$ cat src/hdl/tea_pkg.sv
package tea_pkg;

    localparam logic [31:0] DELTA      = 32'h9e3779b9;
    localparam logic [6:0]  MAX_ROUNDS = 7'd64;
    localparam logic [6:0]  ROUNDS_RST = 7'd32;

    localparam int          ADDR_W     = 5;
    localparam logic [2:0]  REG_KEY0   = 3'd0;
    localparam logic [2:0]  REG_KEY1   = 3'd1;
    localparam logic [2:0]  REG_KEY2   = 3'd2;
    localparam logic [2:0]  REG_KEY3   = 3'd3;
    localparam logic [2:0]  REG_ROUNDS = 3'd4;

    typedef struct packed {
        logic        func;
        logic [31:0] first_half;
        logic [31:0] second_half;
    } in_t;

    typedef struct packed {
        logic [31:0] first_half_out;
        logic [31:0] second_half_out;
    } out_t;

    typedef struct packed {
        logic [31:0] key_word0;
        logic [31:0] key_word1;
        logic [31:0] key_word2;
        logic [31:0] key_word3;
        logic [6:0]  round_count;
    } cfg_t;

    typedef struct packed {
        logic       load;
        logic       step;
        logic       out_load;
        logic [6:0] rounds;
    } cmd_t;

    function automatic logic [31:0] tea_mix(
        input logic [31:0] x,
        input logic [31:0] s,
        input logic [31:0] ka,
        input logic [31:0] kb
    );
        return ((x << 4) + ka) ^ (x + s) ^ ((x >> 5) + kb);
    endfunction

endpackage

$ cat src/hdl/tea_block_cipher_top.sv
// an accepted item is loaded, then runs n rounds, n = round count capped at 64, and
// then moves its result into the result register once that is free (a round count of zero
// skips the rounds); one feistel cycle per clock in the round datapath; new items are taken
// only when idle; the result register frees the engine for the next item while a result waits
// reset: asynchronous active low, keys clear to zero and round count to 32
module tea_block_cipher_top (
    input  logic                       clk,
    input  logic                       rst_n,
    input  logic                       psel,
    input  logic                       penable,
    input  logic                       pwrite,
    input  logic [tea_pkg::ADDR_W-1:0] paddr,
    input  logic [31:0]                pwdata,
    output logic [31:0]                prdata,
    output logic                       pready,
    input  logic                       in_valid,
    output logic                       in_stall,
    input  tea_pkg::in_t               in_data,
    output logic                       out_valid,
    input  logic                       out_stall,
    output tea_pkg::out_t              out_data
);
    import tea_pkg::*;

    cfg_t cfg;
    cmd_t cmd;

    tea_cfg_regs u_cfg (
        .clk     (clk),
        .rst_n   (rst_n),
        .psel    (psel),
        .penable (penable),
        .pwrite  (pwrite),
        .paddr   (paddr),
        .pwdata  (pwdata),
        .prdata  (prdata),
        .pready  (pready),
        .cfg     (cfg)
    );

    tea_ctrl u_ctrl (
        .clk         (clk),
        .rst_n       (rst_n),
        .round_count (cfg.round_count),
        .in_valid    (in_valid),
        .in_stall    (in_stall),
        .out_valid   (out_valid),
        .out_stall   (out_stall),
        .cmd         (cmd)
    );

    tea_datapath u_dp (
        .clk      (clk),
        .cfg      (cfg),
        .cmd      (cmd),
        .in_data  (in_data),
        .out_data (out_data)
    );

endmodule

$ cat src/hdl/tea_cfg_regs.sv
module tea_cfg_regs (
    input  logic                      clk,
    input  logic                      rst_n,
    input  logic                      psel,
    input  logic                      penable,
    input  logic                      pwrite,
    input  logic [tea_pkg::ADDR_W-1:0] paddr,
    input  logic [31:0]               pwdata,
    output logic [31:0]               prdata,
    output logic                      pready,
    output tea_pkg::cfg_t             cfg
);
    import tea_pkg::*;

    cfg_t       cfg_reg;
    cfg_t       cfg_next;
    logic [2:0] index;
    logic       wr_en;

    assign pready = 1'b1;
    assign index  = paddr[4:2];
    assign wr_en  = psel && penable && pwrite && pready;
    assign cfg    = cfg_reg;

    always_comb
    begin
        cfg_next = cfg_reg;
        if (wr_en)
        begin
            unique case (index)
                REG_KEY0:   cfg_next.key_word0   = pwdata;
                REG_KEY1:   cfg_next.key_word1   = pwdata;
                REG_KEY2:   cfg_next.key_word2   = pwdata;
                REG_KEY3:   cfg_next.key_word3   = pwdata;
                REG_ROUNDS: cfg_next.round_count = pwdata[6:0];
                default:    cfg_next             = cfg_reg;
            endcase
        end
    end

    always_comb
    begin
        unique case (index)
            REG_KEY0:   prdata = cfg_reg.key_word0;
            REG_KEY1:   prdata = cfg_reg.key_word1;
            REG_KEY2:   prdata = cfg_reg.key_word2;
            REG_KEY3:   prdata = cfg_reg.key_word3;
            REG_ROUNDS: prdata = {25'd0, cfg_reg.round_count};
            default:    prdata = 32'd0;
        endcase
    end

    always_ff @(posedge clk or negedge rst_n)
    begin
        if (!rst_n)
        begin
            cfg_reg.key_word0   <= 32'd0;
            cfg_reg.key_word1   <= 32'd0;
            cfg_reg.key_word2   <= 32'd0;
            cfg_reg.key_word3   <= 32'd0;
            cfg_reg.round_count <= ROUNDS_RST;
        end
        else
        begin
            cfg_reg <= cfg_next;
        end
    end

endmodule

$ cat src/hdl/tea_ctrl.sv
module tea_ctrl (
    input  logic          clk,
    input  logic          rst_n,
    input  logic [6:0]    round_count,
    input  logic          in_valid,
    output logic          in_stall,
    output logic          out_valid,
    input  logic          out_stall,
    output tea_pkg::cmd_t cmd
);
    import tea_pkg::*;

    localparam logic [1:0] ST_IDLE = 2'd0;
    localparam logic [1:0] ST_RUN  = 2'd1;
    localparam logic [1:0] ST_DONE = 2'd2;

    logic [1:0] state_reg;
    logic [1:0] state_next;
    logic [6:0] count_reg;
    logic [6:0] count_next;
    logic       out_valid_reg;
    logic       out_valid_next;
    logic [6:0] eff_rounds;
    logic       in_accept;
    logic       out_free;

    assign eff_rounds = (round_count > MAX_ROUNDS) ? MAX_ROUNDS : round_count;
    assign in_stall   = (state_reg != ST_IDLE);
    assign in_accept  = in_valid && !in_stall;
    assign out_free   = !out_valid_reg || !out_stall;
    assign out_valid  = out_valid_reg;

    always_comb
    begin
        state_next   = state_reg;
        count_next   = count_reg;
        cmd.load     = 1'b0;
        cmd.step     = 1'b0;
        cmd.out_load = 1'b0;
        cmd.rounds   = eff_rounds;
        unique case (state_reg)
            ST_IDLE:
            begin
                if (in_accept)
                begin
                    cmd.load   = 1'b1;
                    count_next = eff_rounds;
                    state_next = (eff_rounds == 7'd0) ? ST_DONE : ST_RUN;
                end
            end
            ST_RUN:
            begin
                cmd.step   = 1'b1;
                count_next = count_reg - 7'd1;
                if (count_reg == 7'd1)
                begin
                    state_next = ST_DONE;
                end
            end
            ST_DONE:
            begin
                if (out_free)
                begin
                    cmd.out_load = 1'b1;
                    state_next   = ST_IDLE;
                end
            end
            default:
            begin
                state_next = ST_IDLE;
            end
        endcase
    end

    always_comb
    begin
        priority if (cmd.out_load)
            out_valid_next = 1'b1;
        else if (!out_stall)
            out_valid_next = 1'b0;
        else
            out_valid_next = out_valid_reg;
    end

    always_ff @(posedge clk or negedge rst_n)
    begin
        if (!rst_n)
        begin
            state_reg     <= ST_IDLE;
            count_reg     <= 7'd0;
            out_valid_reg <= 1'b0;
        end
        else
        begin
            state_reg     <= state_next;
            count_reg     <= count_next;
            out_valid_reg <= out_valid_next;
        end
    end

`ifndef SYNTH
    a_run_count: assert property (@(posedge clk) disable iff (!rst_n)
        (state_reg == ST_RUN) |-> (count_reg != 7'd0 && count_reg <= MAX_ROUNDS))
        else $error("round counter out of range while running");

    a_out_load_free: assert property (@(posedge clk) disable iff (!rst_n)
        cmd.out_load |-> (!out_valid_reg || !out_stall))
        else $error("result register overwritten while held");

    a_accept_busy: assert property (@(posedge clk) disable iff (!rst_n)
        in_accept |=> (state_reg != ST_IDLE))
        else $error("engine idle right after taking an item");

    a_done_delivers: assert property (@(posedge clk) disable iff (!rst_n)
        (state_reg == ST_DONE && out_free) |=> out_valid_reg)
        else $error("finished block not presented");
`endif

endmodule

$ cat src/hdl/tea_datapath.sv
module tea_datapath (
    input  logic          clk,
    input  tea_pkg::cfg_t cfg,
    input  tea_pkg::cmd_t cmd,
    input  tea_pkg::in_t  in_data,
    output tea_pkg::out_t out_data
);
    import tea_pkg::*;

    logic [31:0] a_reg;
    logic [31:0] a_next;
    logic [31:0] b_reg;
    logic [31:0] b_next;
    logic [31:0] s_reg;
    logic [31:0] s_next;
    logic        dec_reg;
    logic        dec_next;
    out_t        out_reg;
    out_t        out_next;
    logic [31:0] start_sum;
    logic [31:0] enc_a;
    logic [31:0] enc_b;
    logic [31:0] dec_a;
    logic [31:0] dec_b;

    assign start_sum = DELTA * {25'd0, cmd.rounds};

    // one full feistel cycle per clock
    assign enc_a = a_reg + tea_mix(b_reg, s_reg, cfg.key_word0, cfg.key_word1);
    assign enc_b = b_reg + tea_mix(enc_a, s_reg, cfg.key_word2, cfg.key_word3);
    assign dec_b = b_reg - tea_mix(a_reg, s_reg, cfg.key_word2, cfg.key_word3);
    assign dec_a = a_reg - tea_mix(dec_b, s_reg, cfg.key_word0, cfg.key_word1);

    always_comb
    begin
        a_next   = a_reg;
        b_next   = b_reg;
        s_next   = s_reg;
        dec_next = dec_reg;
        priority if (cmd.load)
        begin
            a_next   = in_data.first_half;
            b_next   = in_data.second_half;
            dec_next = in_data.func;
            s_next   = in_data.func ? start_sum : DELTA;
        end
        else if (cmd.step)
        begin
            a_next = dec_reg ? dec_a : enc_a;
            b_next = dec_reg ? dec_b : enc_b;
            s_next = dec_reg ? (s_reg - DELTA) : (s_reg + DELTA);
        end
    end

    always_comb
    begin
        out_next = out_reg;
        if (cmd.out_load)
        begin
            out_next.first_half_out  = a_reg;
            out_next.second_half_out = b_reg;
        end
    end

    assign out_data = out_reg;

    always_ff @(posedge clk)
    begin
        a_reg   <= a_next;
        b_reg   <= b_next;
        s_reg   <= s_next;
        dec_reg <= dec_next;
        out_reg <= out_next;
    end

endmodule
$ cat config.mk
export PLATFORM = sky130hd
export DESIGN_NAME = tea_block_cipher_top
export DESIGN_NICKNAME = d
export VERILOG_FILES = /design/src/hdl/tea_pkg.sv /design/src/hdl/tea_block_cipher_top.sv /design/src/hdl/tea_cfg_regs.sv /design/src/hdl/tea_ctrl.sv /design/src/hdl/tea_datapath.sv
export SDC_FILE = /design/constraint.sdc
export NUM_CORES = 2
export LEC_CHECK = 0
export BUFFER_PORTS_ARGS = -buffer_cell sky130_fd_sc_hd__buf_2
export CORE_ASPECT_RATIO = 1.5
export CORE_MARGIN = 5
export CORE_UTILIZATION = 60
export DETAILED_ROUTE_END_ITERATION = 8
export PLACE_DENSITY = 0.78
export SKIP_CTS_REPAIR_TIMING = 1
export SYNTH_ARGS = -nofsm -noshare
export SYNTH_HDL_FRONTEND = slang
export SYNTH_HIERARCHICAL = 1
export SYNTH_SLANG_ARGS = --single-unit
export TNS_END_PERCENT = 50
$ cat constraint.sdc
create_clock -name clk -period 26.4 [get_ports clk]
set_clock_uncertainty 0.1 [all_clocks]
set_input_delay 2.64 -clock clk [delete_from_list [all_inputs] [get_ports clk]]
set_output_delay 2.64 -clock clk [all_outputs]
set_load 0.01 [all_outputs]
==> summary.txt <==
Clock network
  – Htree depth: 2
  – Worst-skew pair later-pin latency: 580 ps
  – TritonCTS sink count: 306
  – TritonCTS clock tree: done
  – Maximum root-to-sink buffer count: 3
  – Root Buffer: clkbuf_16
  – CTS buffer count: 34
  – Clock slew at reported path FFs: 60 ps

Logic synthesis
  – Avg Cell Area, Syn: 9.02 µm²
  – Primary FF master, synth: edfxtp_1
  – Area leader, netlist: ha_1
  – Top-area cell type share of the netlist area: 17.7%
  – Post-synth EDFFs: 161
  – Mapped Area: 41,300 µm²
  – Yosys Warn Count: 6
  – Syn_nets: 5,329
  – Ys async rst share: 47.4%
  – Register bit total from synthesis: 306
  – Post-synthesis sequential area ratio: 20.5%
  – Mapped Cells: 4,576
  – Synth area leaders: ha_1 (18%), xnor2_1 (13%), edfxtp_1 (12%)
  – Distinct cell type count of the synthesized netlist: 104

Critical path
  – Slowest CP cell: a2111oi_0
  – CP arrival: 12,910 ps
  – R2r setup slk: 13,690 ps
  – Crit path depth: 41
  – Worst r2r path cells: 41
  – Crit. End Element: flip-flop
  – CP most frequent cell: a21o_1
  – Critical setup path kind: reg -> reg
  – Crit path launch type: flip-flop
  – Reg2reg start: u_dp/b_reg[5]
  – CP Max Fanout: 6
  – Required @ worst endpoint: 26,600 ps
  – Critical path buffers and inverters: 0
  – Reg-to-reg endpoint: u_dp/b_reg[31]
  – Crit-path max cell delay: 920 ps
  – CP top delay family: compound AO/OA/AOI/OAI gates

Final layout
  – Most frequent cells in the layout: xnor2_1 (597), ha_1 (582), a21oi_1 (426), nand2_1 (261), o21ai_0 (247)
  – Most common cell after layout, fill and taps aside: xnor2_1
  – Layout Nets: 5,548
  – Number of flip-flops in the largest register: 135
  – Area occupied by multi-input gates: 31,600 µm²
  – Share of layout cells above drive strength 1: 11.0%
  – Fillers: 5,875
  – Area growth, synth to finish: 8.00%
  – Register area: 8460 µm²

Drt
  – DR top layer: met5
  – Total vias in the final route: 37,900
  – Vias/cell: 6.64
  – Met1 WL: 53.7 mm
  – Metal3 WL: 11.8 mm
  – Routed WL: 158 mm
  – DRC viols: 0
  – Met2 wire length: 68.8 mm
  – WL/cell: 27.7 µm
  – Drt first pass iters: 7
  – Iter 0 DRT Violations: 3,685
  – Antenna-violating nets left: 0

Timing
  – Slew margin rel.: 14.0%
  – Fmax: 78.7 MHz
  – Slew Limit Fails: 0
  – Final Critical Period: 12,710 ps
  – Slew @ Worst Pin: 1290 ps
  – Final hold slack: 393 ps
  – Setup violations, final: 0
  – Final Cycle Share: 48.1%
  – Final Hold Fails: 0
  – Unrepaired setup endpoints after global routing: no
  – Setup TNS: 0 ps

GRT
  – First-pass GRT wire length: 229 mm
  – Vias in the first global route: 36,200
  – Pin count of the biggest net entering global routing: 85
  – GRT Total Usage: 41.3%
  – Remaining global-route overflow: 0
  – Initial antenna violation count: 4

Floorplan
  – Die height: 331 µm
  – Die area: 74,200 µm²
  – Row cnt: 117
  – Core box area: 68,100 µm²
  – Starting Density: 60.6%
  – Die W: 224 µm
  – IO Pins: 208

Worst hold path
  – Hold path cells: 1
  – Worst Min Path Start: u_ctrl/count_reg[6]
  – Hold endpoint: u_ctrl/count_reg[6]
  – Worst Hold Class: reg -> reg

Place
  – DP HPWL: 127 mm
  – Port Buffers: 204
  – Global placer's final weighted congestion: 1.13

Outcome
  – Outcome: finished clean

Run
  – Number of max-cap violations: 0
[cells by family after synthesis]
logic type,share of synthesized area (%)
AO/OA/AOI/OAI,22.6
AND/OR/NAND/NOR,11.2
XOR/XNOR,16.2
adder cells (fa/ha/maj),20.7
buffers and inverters,3.01
flip-flops,20.5
multiplexers,5.80
other,0.00909
[through the flow]
| step | area [µm²] | std cells | setup WS [ps] | utilization (%) |
|---|---|---|---|---|
| 3_3_place_gp | 43400 | 5651 | 14530 | 63.8 |
| 2_1_floorplan | 41300 | 4576 | 17350 | - |
| 4_1_cts | 44500 | 5712 | 14260 | 65.4 |
| 6_report | 44600 | 5715 | 13690 | 65.5 |
| 3_5_place_dp | 43400 | 5651 | 14360 | 63.8 |
| 5_1_grt | 44500 | 5712 | 13550 | 65.4 |
[Yosys cell counts (11+ instances only)]
library cell,instances
xnor2_1,597
ha_1,582
a21oi_1,427
nand2_1,261
o21ai_0,247
a21o_1,243
inv_1,242
nor2_1,227
edfxtp_1,161
dfrtp_1,144
xor2_1,144
mux2_2,140
o21a_1,80
nor3_1,76
nor2b_1,70
fa_1,62
nand3_1,61
o21bai_1,61
a31oi_1,59
nand2b_1,57
a211oi_1,48
and3_1,39
clkbuf_1,37
nand4_1,33
mux4_2,25
o211ai_1,24
a21boi_0,22
o31ai_1,22
and2_1,21
mux2i_1,21
a22oi_1,18
or3_1,17
a221o_1,16
or2_2,16
o22ai_1,13
nor4_1,12
a41oi_1,11
buf_2,11
[layer usage]
layer	up-vias	global-route usage [%]
li1	17300	-
met1	17600	43.8
met2	2081	65.1
met3	899	6.61
met4	4	47.6
met5	-	0
[worst max path at each step]
stage	from	end	slack [ps]
after CTS	u_dp/b_reg[5]	u_dp/b_reg[31]	14260
after global placement	u_dp/b_reg[5]	u_dp/b_reg[31]	14530
after detailed placement	u_dp/b_reg[5]	u_dp/b_reg[31]	14360
after floorplan	u_dp/b_reg[5]	u_dp/b_reg[31]	17350
final	u_dp/b_reg[5]	u_dp/b_reg[31]	13690
after global routing	u_dp/b_reg[5]	u_dp/b_reg[31]	13550
[layout make-up]
cell class                      instances  area share [%]
Multi-Input combinational cell       3960            70.9
Sequential cell                       306            19.0
Timing Repair Buffer                  250            3.08
Tap cell                              892            2.50
Clock buffer                           45            2.09
Inverter                              243            2.05
Clock inverter                         16           0.385
Antenna cell                            3          0.0168
Power is not shown: default switching activity piles up to over one toggle a cycle in this logic, so the estimate is an artifact.
